--- src/rtl/core/amwt_pkg.sv ---
// ---------------------------------------------------------------------------
// amwt_pkg
// Codes, field widths and fixed constants shared by the motion window
// tracker and its port checker.
// ---------------------------------------------------------------------------
package amwt_pkg;

  // Item opcodes
  localparam int unsigned OP_W = 2;
  localparam logic [OP_W-1:0] OP_SAMPLE  = 2'd0;
  localparam logic [OP_W-1:0] OP_CLOSE   = 2'd1;
  localparam logic [OP_W-1:0] OP_DISCARD = 2'd2;

  // Record actions reported on a close
  localparam int unsigned ACT_W = 3;
  localparam logic [ACT_W-1:0] ACT_NONE      = 3'd0;
  localparam logic [ACT_W-1:0] ACT_FIRST     = 3'd1;
  localparam logic [ACT_W-1:0] ACT_CHANGED   = 3'd2;
  localparam logic [ACT_W-1:0] ACT_HEARTBEAT = 3'd3;
  localparam logic [ACT_W-1:0] ACT_FOLD      = 3'd4;

  // Configuration register map
  localparam int unsigned CFG_IDX_W  = 2;
  localparam int unsigned CFG_DATA_W = 22;
  localparam logic [CFG_IDX_W-1:0] REG_THRESH  = 2'd0;
  localparam logic [CFG_IDX_W-1:0] REG_FLUSH   = 2'd1;
  localparam logic [CFG_IDX_W-1:0] REG_MAX_RUN = 2'd2;

  localparam int unsigned THRESH_W = 14;
  localparam int unsigned FLUSH_W  = 22;
  localparam int unsigned RUN_W    = 8;

  localparam logic [THRESH_W-1:0] THRESH_RST  = 14'd60;
  localparam logic [FLUSH_W-1:0]  FLUSH_RST   = 22'd60000;
  localparam logic [RUN_W-1:0]    MAX_RUN_RST = 8'd30;

  // Datapath widths
  localparam int unsigned AXIS_W      = 16;
  localparam int unsigned SQ_W        = 31;
  localparam int unsigned RAD_W       = 32;
  localparam int unsigned ROOT_W      = 16;
  localparam int unsigned ROOT_REM_W  = 18;
  localparam int unsigned DEV_W       = 16;
  localparam int unsigned SUM_W       = 36;
  localparam int unsigned TIME_W      = 32;
  localparam int unsigned PERMILLE_W  = 10;
  localparam int unsigned COUNT_OUT_W = 20;

  localparam logic [DEV_W-1:0]       ONE_G_MG        = 16'd1000;
  localparam logic [PERMILLE_W-1:0]  PERMILLE_SCALE  = 10'd1000;
  localparam logic [PERMILLE_W-1:0]  PERMILLE_MIN    = 10'd100;
  localparam logic [COUNT_OUT_W-1:0] COUNT_OUT_MAX   = '1;
  localparam logic [RUN_W-1:0]       RUN_LEN_MAX     = '1;

endpackage

--- src/rtl/core/accel_motion_window_tracker_unit.sv ---
// Flow: a sample item is squared one axis at a time, takes 16 root digits
// and ends in a finish step; a close with samples runs the bit-serial
// dividers for DW quotient bits, DW = max(36, COUNT_BITS+10), then a finish;
// discard, empty close and op 3 go straight to a finish step.
// A new item is taken only when idle; a finish step waits out an output stall.
// Reset (rst_n low, synchronous) clears window, run and config to defaults.
// ---------------------------------------------------------------------------
// accel_motion_window_tracker_unit
// Accelerometer motion window tracker: per-sample magnitude by digit-serial
// square root, window statistics by two bit-serial restoring dividers,
// run record and transition tracking on close.
// ---------------------------------------------------------------------------
module accel_motion_window_tracker_unit #(
  parameter int unsigned COUNT_BITS = 20,
  parameter int unsigned GAP_CAP_MS = 500
) (
  input  logic                                clk,
  input  logic                                rst_n,
  input  logic                                in_valid,
  output logic                                in_stall,
  input  logic [amwt_pkg::OP_W-1:0]           in_op,
  input  logic signed [amwt_pkg::AXIS_W-1:0]  in_accel_x,
  input  logic signed [amwt_pkg::AXIS_W-1:0]  in_accel_y,
  input  logic signed [amwt_pkg::AXIS_W-1:0]  in_accel_z,
  input  logic [amwt_pkg::TIME_W-1:0]         in_time_ms,
  output logic                                out_valid,
  input  logic                                out_stall,
  output logic                                out_window_due,
  output logic [amwt_pkg::DEV_W-1:0]          out_deviation_mg,
  output logic [amwt_pkg::COUNT_OUT_W-1:0]    out_sample_count,
  output logic [amwt_pkg::PERMILLE_W-1:0]     out_moving_permille,
  output logic [amwt_pkg::DEV_W-1:0]          out_dev_mean_mg,
  output logic [amwt_pkg::DEV_W-1:0]          out_dev_peak_mg,
  output logic [amwt_pkg::TIME_W-1:0]         out_moving_time_ms,
  output logic [amwt_pkg::TIME_W-1:0]         out_window_length_ms,
  output logic                                out_verdict_moving,
  output logic [amwt_pkg::ACT_W-1:0]          out_record_action,
  output logic [amwt_pkg::RUN_W-1:0]          out_windows_since_last,
  output logic                                out_transition,
  input  logic                                cfg_valid,
  output logic                                cfg_ready,
  input  logic [amwt_pkg::CFG_IDX_W-1:0]      cfg_index,
  input  logic [amwt_pkg::CFG_DATA_W-1:0]     cfg_data
);
  import amwt_pkg::*;

  localparam int unsigned DIV_W  = (COUNT_BITS + 10 > SUM_W) ? COUNT_BITS + 10 : SUM_W;
  localparam int unsigned STEP_W = $clog2(DIV_W + 1);
  localparam int unsigned REM_W  = COUNT_BITS + 1;
  localparam int unsigned CMP_W  = (COUNT_BITS > COUNT_OUT_W) ? COUNT_BITS : COUNT_OUT_W;
  localparam logic [TIME_W-1:0] GAP_CAP = TIME_W'(GAP_CAP_MS);
  localparam logic [STEP_W-1:0] SQ_LAST   = STEP_W'(3);
  localparam logic [STEP_W-1:0] ROOT_LAST = STEP_W'(ROOT_W - 1);
  localparam logic [STEP_W-1:0] DIV_LAST  = STEP_W'(DIV_W - 1);

  localparam logic [2:0] ST_IDLE     = 3'd0;
  localparam logic [2:0] ST_SQUARE   = 3'd1;
  localparam logic [2:0] ST_ROOT     = 3'd2;
  localparam logic [2:0] ST_SMP_FIN  = 3'd3;
  localparam logic [2:0] ST_DIVIDE   = 3'd4;
  localparam logic [2:0] ST_CLS_FIN  = 3'd5;
  localparam logic [2:0] ST_ZERO_FIN = 3'd6;

  typedef struct packed {
    logic                    window_due;
    logic [DEV_W-1:0]        deviation;
    logic [COUNT_OUT_W-1:0]  sample_count;
    logic [PERMILLE_W-1:0]   permille;
    logic [DEV_W-1:0]        dev_mean;
    logic [DEV_W-1:0]        dev_peak;
    logic [TIME_W-1:0]       moving_time;
    logic [TIME_W-1:0]       window_length;
    logic                    verdict;
    logic [ACT_W-1:0]        action;
    logic [RUN_W-1:0]        since;
    logic                    transition;
  } result_t;

  // Control and configuration
  logic [2:0]          state_r, state_nxt;
  logic [STEP_W-1:0]   step_r;
  logic                out_valid_r;
  result_t             out_r, res;
  logic [THRESH_W-1:0] thresh_r;
  logic [FLUSH_W-1:0]  flush_r;
  logic [RUN_W-1:0]    max_run_r;

  // Window and run state
  logic [TIME_W-1:0]     win_start_r;
  logic [TIME_W-1:0]     last_time_r;
  logic [COUNT_BITS-1:0] smp_total_r;
  logic [COUNT_BITS-1:0] mov_total_r;
  logic [SUM_W-1:0]      dev_sum_r;
  logic [DEV_W-1:0]      dev_peak_r;
  logic [TIME_W-1:0]     mov_time_r;
  logic                  run_open_r;
  logic                  run_verdict_r;
  logic [RUN_W-1:0]      run_len_r;
  logic                  prior_valid_r;
  logic                  prior_verdict_r;

  // Captured item
  logic [OP_W-1:0]          op_r;
  logic signed [AXIS_W-1:0] ax_r, ay_r, az_r;
  logic [TIME_W-1:0]        now_r;

  // Square and root datapath
  logic signed [AXIS_W-1:0]   sq_opnd;
  logic signed [RAD_W-1:0]    sq_full;
  logic [SQ_W-1:0]            prod_r;
  logic [RAD_W-1:0]           sq_acc_r;
  logic [RAD_W-1:0]           sq_sum;
  logic [RAD_W-1:0]           rad_r;
  logic [ROOT_W-1:0]          root_r;
  logic [ROOT_REM_W-1:0]      rrem_r;
  logic [ROOT_REM_W+1:0]      rrem_sh;
  logic [ROOT_REM_W+1:0]      rtrial;
  logic                       rge;

  // Dividers: quotient bits shift into the dividend register
  logic [REM_W-1:0] drem_p_r, drem_m_r;
  logic [DIV_W-1:0] dvd_p_r, dvd_m_r;
  logic [REM_W-1:0] drem_p_sh, drem_m_sh, divisor;
  logic             dge_p, dge_m;

  // Finish-stage values
  logic                    accept, out_free, fin_go;
  logic [DEV_W-1:0]        dev;
  logic                    moving;
  logic [TIME_W-1:0]       dt, dt_cap, age;
  logic                    cnt_full;
  logic [SUM_W:0]          sum_add;
  logic [TIME_W:0]         mt_add;
  logic [CMP_W-1:0]        n_ext;
  logic [PERMILLE_W-1:0]   permille;
  logic                    verdict, first, changed, heartbeat, rec_write;
  logic [ACT_W-1:0]        action;

  assign accept    = in_valid && !in_stall;
  assign in_stall  = (state_r != ST_IDLE);
  assign cfg_ready = 1'b1;
  assign out_free  = !out_valid_r || !out_stall;
  assign fin_go    = out_free && ((state_r == ST_SMP_FIN) || (state_r == ST_CLS_FIN) ||
                                  (state_r == ST_ZERO_FIN));

  // Squaring: one axis per cycle through a single multiplier
  always_comb begin
    case (step_r)
      STEP_W'(0): sq_opnd = ax_r;
      STEP_W'(1): sq_opnd = ay_r;
      default:    sq_opnd = az_r;
    endcase
  end
  assign sq_full = sq_opnd * sq_opnd;
  assign sq_sum  = sq_acc_r + RAD_W'(prod_r);

  // Root digit: bring down two radicand bits, try 4q+1
  assign rrem_sh = {rrem_r, rad_r[RAD_W-1 -: 2]};
  assign rtrial  = (ROOT_REM_W+2)'({root_r, 2'b01});
  assign rge     = rrem_sh >= rtrial;

  // Division bit: shift remainder, compare against the sample count
  assign divisor   = REM_W'(smp_total_r);
  assign drem_p_sh = {drem_p_r[COUNT_BITS-1:0], dvd_p_r[DIV_W-1]};
  assign drem_m_sh = {drem_m_r[COUNT_BITS-1:0], dvd_m_r[DIV_W-1]};
  assign dge_p     = drem_p_sh >= divisor;
  assign dge_m     = drem_m_sh >= divisor;

  // Sample finish
  assign dev      = (root_r >= ONE_G_MG) ? root_r - ONE_G_MG : ONE_G_MG - root_r;
  assign moving   = dev >= DEV_W'(thresh_r);
  assign dt       = now_r - last_time_r;
  assign dt_cap   = (dt > GAP_CAP) ? GAP_CAP : dt;
  assign age      = now_r - win_start_r;
  assign cnt_full = (smp_total_r == '1);
  assign sum_add  = (SUM_W+1)'(dev_sum_r) + (SUM_W+1)'(dev);
  assign mt_add   = (TIME_W+1)'(mov_time_r) + (TIME_W+1)'(dt_cap);

  // Close finish
  assign n_ext     = CMP_W'(smp_total_r);
  assign permille  = dvd_p_r[PERMILLE_W-1:0];
  assign verdict   = permille >= PERMILLE_MIN;
  assign first     = !run_open_r;
  assign changed   = run_open_r && (verdict != run_verdict_r);
  assign heartbeat = run_open_r && !changed && (run_len_r >= max_run_r);
  assign rec_write = first || changed || heartbeat;

  always_comb begin
    if (first) begin
      action = ACT_FIRST;
    end else if (changed) begin
      action = ACT_CHANGED;
    end else if (heartbeat) begin
      action = ACT_HEARTBEAT;
    end else begin
      action = ACT_FOLD;
    end
  end

  always_comb begin
    res = '0;
    case (state_r)
      ST_SMP_FIN: begin
        // count is nonzero once this sample lands
        res.window_due = age >= TIME_W'(flush_r);
        res.deviation  = dev;
      end
      ST_CLS_FIN: begin
        res.sample_count  = (n_ext > CMP_W'(COUNT_OUT_MAX)) ? COUNT_OUT_MAX :
                            n_ext[COUNT_OUT_W-1:0];
        res.permille      = permille;
        res.dev_mean      = (|dvd_m_r[DIV_W-1:DEV_W]) ? '1 : dvd_m_r[DEV_W-1:0];
        res.dev_peak      = dev_peak_r;
        res.moving_time   = mov_time_r;
        res.window_length = age;
        res.verdict       = verdict;
        res.action        = action;
        res.since         = rec_write ? (run_open_r ? run_len_r : RUN_W'(1)) : '0;
        res.transition    = prior_valid_r && (prior_verdict_r != verdict);
      end
      default: ;
    endcase
  end

  always_comb begin
    state_nxt = state_r;
    case (state_r)
      ST_IDLE: begin
        if (accept) begin
          if (in_op == OP_SAMPLE) begin
            state_nxt = ST_SQUARE;
          end else if ((in_op == OP_CLOSE) && (smp_total_r != '0)) begin
            state_nxt = ST_DIVIDE;
          end else begin
            state_nxt = ST_ZERO_FIN;
          end
        end
      end
      ST_SQUARE:   if (step_r == SQ_LAST) state_nxt = ST_ROOT;
      ST_ROOT:     if (step_r == ROOT_LAST) state_nxt = ST_SMP_FIN;
      ST_DIVIDE:   if (step_r == DIV_LAST) state_nxt = ST_CLS_FIN;
      ST_SMP_FIN,
      ST_CLS_FIN,
      ST_ZERO_FIN: if (fin_go) state_nxt = ST_IDLE;
      default:     state_nxt = ST_IDLE;
    endcase
  end

  always_ff @(posedge clk) begin
    if (!rst_n) begin
      state_r         <= ST_IDLE;
      step_r          <= '0;
      out_valid_r     <= 1'b0;
      thresh_r        <= THRESH_RST;
      flush_r         <= FLUSH_RST;
      max_run_r       <= MAX_RUN_RST;
      win_start_r     <= '0;
      last_time_r     <= '0;
      smp_total_r     <= '0;
      mov_total_r     <= '0;
      dev_sum_r       <= '0;
      dev_peak_r      <= '0;
      mov_time_r      <= '0;
      run_open_r      <= 1'b0;
      run_verdict_r   <= 1'b0;
      run_len_r       <= '0;
      prior_valid_r   <= 1'b0;
      prior_verdict_r <= 1'b0;
    end else begin
      state_r <= state_nxt;

      if (cfg_valid && cfg_ready) begin
        case (cfg_index)
          REG_THRESH:  thresh_r  <= cfg_data[THRESH_W-1:0];
          REG_FLUSH:   flush_r   <= cfg_data[FLUSH_W-1:0];
          REG_MAX_RUN: max_run_r <= cfg_data[RUN_W-1:0];
          default: ;
        endcase
      end

      if (state_nxt != state_r) begin
        step_r <= '0;
      end else begin
        step_r <= step_r + STEP_W'(1);
      end

      if (fin_go) begin
        out_valid_r <= 1'b1;
      end else if (out_valid_r && !out_stall) begin
        out_valid_r <= 1'b0;
      end

      if (fin_go && (state_r == ST_SMP_FIN)) begin
        last_time_r <= now_r;
        if (!cnt_full) begin
          smp_total_r <= smp_total_r + COUNT_BITS'(1);
          if (moving) mov_total_r <= mov_total_r + COUNT_BITS'(1);
          dev_sum_r <= sum_add[SUM_W] ? '1 : sum_add[SUM_W-1:0];
        end
        if (dev > dev_peak_r) dev_peak_r <= dev;
        if (moving) mov_time_r <= mt_add[TIME_W] ? '1 : mt_add[TIME_W-1:0];
      end

      if (fin_go && ((state_r == ST_CLS_FIN) ||
                     ((state_r == ST_ZERO_FIN) && (op_r != OP_SAMPLE) && (op_r != 2'd3)))) begin
        // drop the window
        win_start_r <= now_r;
        last_time_r <= now_r;
        smp_total_r <= '0;
        mov_total_r <= '0;
        dev_sum_r   <= '0;
        dev_peak_r  <= '0;
        mov_time_r  <= '0;
      end

      if (fin_go && (state_r == ST_CLS_FIN)) begin
        prior_valid_r   <= 1'b1;
        prior_verdict_r <= verdict;
        if (rec_write) begin
          run_open_r    <= 1'b1;
          run_verdict_r <= verdict;
          run_len_r     <= RUN_W'(1);
        end else if (run_len_r != RUN_LEN_MAX) begin
          run_len_r <= run_len_r + RUN_W'(1);
        end
      end

      if (fin_go && (state_r == ST_ZERO_FIN) && ((op_r == OP_CLOSE) || (op_r == OP_DISCARD))) begin
        // break the run and the transition chain
        run_open_r    <= 1'b0;
        run_verdict_r <= 1'b0;
        run_len_r     <= '0;
        prior_valid_r <= 1'b0;
      end
    end
  end

  // Payload registers
  always_ff @(posedge clk) begin
    if (accept) begin
      op_r     <= in_op;
      ax_r     <= in_accel_x;
      ay_r     <= in_accel_y;
      az_r     <= in_accel_z;
      now_r    <= in_time_ms;
      drem_p_r <= '0;
      drem_m_r <= '0;
      dvd_p_r  <= DIV_W'(mov_total_r) * DIV_W'(PERMILLE_SCALE);
      dvd_m_r  <= DIV_W'(dev_sum_r);
    end

    if (state_r == ST_SQUARE) begin
      prod_r <= sq_full[SQ_W-1:0];
      if (step_r == '0) begin
        sq_acc_r <= '0;
      end else begin
        sq_acc_r <= sq_sum;
      end
      if (step_r == SQ_LAST) begin
        rad_r  <= sq_sum;
        root_r <= '0;
        rrem_r <= '0;
      end
    end

    if (state_r == ST_ROOT) begin
      rrem_r <= rge ? ROOT_REM_W'(rrem_sh - rtrial) : rrem_sh[ROOT_REM_W-1:0];
      root_r <= {root_r[ROOT_W-2:0], rge};
      rad_r  <= {rad_r[RAD_W-3:0], 2'b00};
    end

    if (state_r == ST_DIVIDE) begin
      drem_p_r <= dge_p ? drem_p_sh - divisor : drem_p_sh;
      drem_m_r <= dge_m ? drem_m_sh - divisor : drem_m_sh;
      dvd_p_r  <= {dvd_p_r[DIV_W-2:0], dge_p};
      dvd_m_r  <= {dvd_m_r[DIV_W-2:0], dge_m};
    end

    if (fin_go) begin
      out_r <= res;
    end
  end

  assign out_valid              = out_valid_r;
  assign out_window_due         = out_r.window_due;
  assign out_deviation_mg       = out_r.deviation;
  assign out_sample_count       = out_r.sample_count;
  assign out_moving_permille    = out_r.permille;
  assign out_dev_mean_mg        = out_r.dev_mean;
  assign out_dev_peak_mg        = out_r.dev_peak;
  assign out_moving_time_ms     = out_r.moving_time;
  assign out_window_length_ms   = out_r.window_length;
  assign out_verdict_moving     = out_r.verdict;
  assign out_record_action      = out_r.action;
  assign out_windows_since_last = out_r.since;
  assign out_transition         = out_r.transition;

endmodule

--- config.mk ---
export PLATFORM = sky130hd
export DESIGN_NAME = accel_motion_window_tracker_unit
export DESIGN_NICKNAME = d
export VERILOG_FILES = /design/src/rtl/core/amwt_pkg.sv /design/src/rtl/core/accel_motion_window_tracker_unit.sv
export SDC_FILE = /design/constraint.sdc
export NUM_CORES = 2
export LEC_CHECK = 0
export ABC_AREA = 0
export ABC_CLOCK_PERIOD_IN_PS = 11600
export BUFFER_PORTS_ARGS = -buffer_cell sky130_fd_sc_hd__buf_2
export CORE_MARGIN = 4
export CORE_UTILIZATION = 51
export CTS_CLUSTER_DIAMETER = 50
export DETAILED_ROUTE_END_ITERATION = 16
export PLACE_DENSITY = 0.68
export SLEW_MARGIN = 20
export SYNTH_ARGS = -nofsm -noshare
export SYNTH_HDL_FRONTEND = slang
export SYNTH_SLANG_ARGS = --single-unit
--- constraint.sdc ---
create_clock -name clk -period 11.6 [get_ports clk]
set_input_delay 1.74 -clock clk [delete_from_list [all_inputs] [get_ports clk]]
set_output_delay 1.74 -clock clk [all_outputs]
set_load 0.03 [all_outputs]
==> metrics.md <==
| Metric | Value |
|---|---|
| Avg WL per Cell | `17.85 µm` |
| Initial antenna violation count | `6` |
| Core area | `0.09842 mm²` |
| Die Span X | `323.2 µm` |
| Status | `finished, final reports clean` |
| H-tree levels | `3` |
| Reg2reg path depth | `29` |
| Clock Root Buffer | `clkbuf_16` |
| Worst setup path startpoint | `step_r[2]` |
| Mapped Cells | `5228` |
| Sequential area share after synthesis | `38.32%` |
| Fin. Hold Viols | `0` |
| Die Span Y | `323.2 µm` |
| Num CTS Buffers | `94` |
| Crit path required time | `12000 ps` |
| Clk buf depth | `3` |
| Hold Path Class | `reg -> reg` |
| Clock Skew | `13.93 ps` |
| Via count | `37713` |
| Clock sinks | `732` |
| RSZ-0062 raised after global routing | `no` |
| Flop-to-flop setup slack | `1920 ps` |
| Fill cells | `8560` |
| Ys Warns | `0` |
| Min cycle time layout | `9683 ps` |
| Setup TNS | `0 ps` |
| Setup-failing EPs final | `0` |
| Post-Syn Area per Cell | `9.693 µm²` |
| Share of cells above drive strength 1 | `9.444%` |
| Gr ovfl total | `0` |
| Tcrit/Tclk final | `83.48%` |
| FFs w/ async S/R, synth | `0%` |
| Max stage delay on crit path | `740 ps` |
| Synth area leader | `edfxtp_1` |
| Tot GR Track Use | `23.24%` |
| Final Instance Count excl. Fillers | `6850` |
| Crit start category | `flip-flop` |
| Starting Density | `51.49%` |
| Worst setup margin | `1917 ps` |
| Skew-Pair Late Insertion Delay | `660 ps` |
| Design area | `0.05676 mm²` |
| Max cap viols | `0` |
| CP endpoint | `prod_r[30]` |
| DR pass1 iterations | `5` |
| Launching point of the worst reg2reg path | `step_r[2]` |
| Initial DRC Count | `2765` |
| CTS tree | `built` |
| Post-CTS sizing | `0` |
| Area occupied by registers | `0.01942 mm²` |
| Critical path's slowest cell | `and2_1` |
| GPL Wtd Cong | `0.9374` |
| Post-detailed-route count of antenna-violating nets | `0` |
| Setup Fix Bufs, Post-CTS | `0` |
| Pre-CTS setup slack | `1967 ps` |
| R2r endpoint | `prod_r[30]` |
| Worst-Margin Slew | `1087 ps` |
| IO buf count | `268` |
| Slew Viols, Final | `0` |
| EDFF count, synth | `476` |
| WL final | `122.2 mm` |
| Number of global-route vias before repair | `36192` |
| CTS Hold Bufs | `0` |
| Final #Nets | `6310` |
| Number of remaining DRC errors | `0` |
| CP Capture Type | `flip-flop` |
| Multi-input logic area | `0.02861 mm²` |
| I/O pins | `270` |
| Area grow syn2layout | `12.00%` |
| CP arrival | `10080 ps` |
| Reg clk slew, reported paths | `60 ps` |
| Commonest non-fill, non-tap cell in the layout | `inv_1` |
| Synth top area share | `28.21%` |
| Peak Freq | `103.3 MHz` |
| Register bit total from synthesis | `732` |
| Largest net degree at the start of global routing | `77` |
| Setup CP Type | `reg -> reg` |
| Vias per cell | `5.506` |
| Placed Instances | `6669` |
| First-pass GRT wire length | `194.8 mm` |
| DP Area | `0.05345 mm²` |
| Worst-path maximum fanout | `19` |
| Commonest cells after routing, fill and taps aside | `inv_1 (572), nand2_1 (555), edfxtp_1 (476), nor2_1 (472), ha_1 (415)` |
| Post-synth cell types | `78` |
| Dominant synthesized flop cell | `edfxtp_1` |
| Row Count | `115` |
| Largest cells by area after synthesis | `edfxtp_1 (28%), fa_1 (12%), ha_1 (10%)` |
| Syn Std Cell Area | `0.05068 mm²` |
| Die area | `0.1045 mm²` |
| Rel. slew slack | `27.56%` |
| Hpwl dp | `93.04 mm` |
==> synth_stat cells (10+ instances only) <==
cell      number
o31a_1        12
nand3_1       82
xnor2_1      172
or2_2         10
mux2i_1       39
edfxtp_1     476
o31ai_1       23
a21o_1       115
a21oi_1      395
a211oi_1      25
or3_1         19
inv_1        573
and2_1       119
nand2b_1      41
and3_1        49
a22o_1        27
xor2_1       120
nand2_1      560
a221oi_1      20
a221o_1       11
nand4_1       51
fa_1         305
nor3_1        70
clkbuf_1     156
nor4_1        20
o211ai_1      33
nor2b_1       79
o21a_1        30
buf_1         13
a21boi_0      13
o21ai_0      185
nor2_1       478
a31oi_1       45
o21bai_1      34
dfxtp_1      256
ha_1         415
==> kinds of logic (layout without fill, tap and decap cells) <==
kind of cell | count (synthesis) | count (layout) | synth area share (%)
xor+xnor | 292 | 292 | 5.047
simple gates | 1625 | 1625 | 14.73
other cells | 2 | 28 | 0.01482
mux | 43 | 43 | 0.8592
compound gates | 1057 | 1057 | 13.11
fa+ha+maj | 720 | 720 | 22.30
flops | 732 | 732 | 38.32
buf+inv | 757 | 1066 | 5.627
==> state kept, by name, summed over array words and instances (netlist names), 22 cells and up <==
register and count:
out_window_length_ms 32, last_time_r 32, dev_sum_r 36, now_r 32, out_moving_time_ms 32, flush_r 22, rad_r 32, sq_acc_r 32
dvd_p_r 36, prod_r 30, dvd_m_r 36, mov_time_r 32, win_start_r 32
==> layer usage <==
layer,routed length (µm),vias up,part of all wire [%],track usage (%)
met5,35,-,0.029,0
met4,3169,6,2.6,6.925
met3,9081,180,7.4,4.680
met2,53070,1064,43,35.59
met1,56880,18018,47,33.55
li1,-,18445,-,-
==> per-stage QoR <==
step                      hold WS [ps]  utilization (%)
after CTS                        451.6            57.64
after detailed placement         443.8            54.31
after global routing             462.4            57.66
final                            448.5            57.67
after floorplan                  431.8                -
after global placement           438.9            54.31
==> worst max-delay path, delay by kind of cell (launching register included) <==
family	cells	cell delay [ps]
compound gates	9	2500
xor+xnor	1	110
fa+ha+maj	7	3340
buf+inv	6	740
flops	1	350
simple gates	6	2320
==> layout make-up <==
cell class / instances / share of cell area [%]
Clock buffer: 115 / 4.468
Tap cell: 1287 / 2.837
Inverter: 582 / 3.853
Multi-Input combinational cell: 3761 / 50.41
Timing Repair Buffer: 308 / 2.899
Sequential cell: 732 / 34.21
Antenna cell: 4 / 0.01764
Clock inverter: 61 / 1.305
==> worst min path at each step <==
| stage | cells past startpoint | endpoint | from |
|---|---|---|---|
| CTS | 2 | last_time_r[9] | last_time_r[9] |
| floorplan | 2 | prior_valid_r | prior_valid_r |
| global placement | 2 | last_time_r[27] | last_time_r[27] |
| detailed placement | 2 | last_time_r[9] | last_time_r[9] |
| finish | 2 | last_time_r[18] | last_time_r[18] |
| global route | 2 | last_time_r[29] | last_time_r[29] |
Power is left out: the tool's default activity adds up to more than one toggle a clock period on the data nets, which glitch-free logic cannot reach.
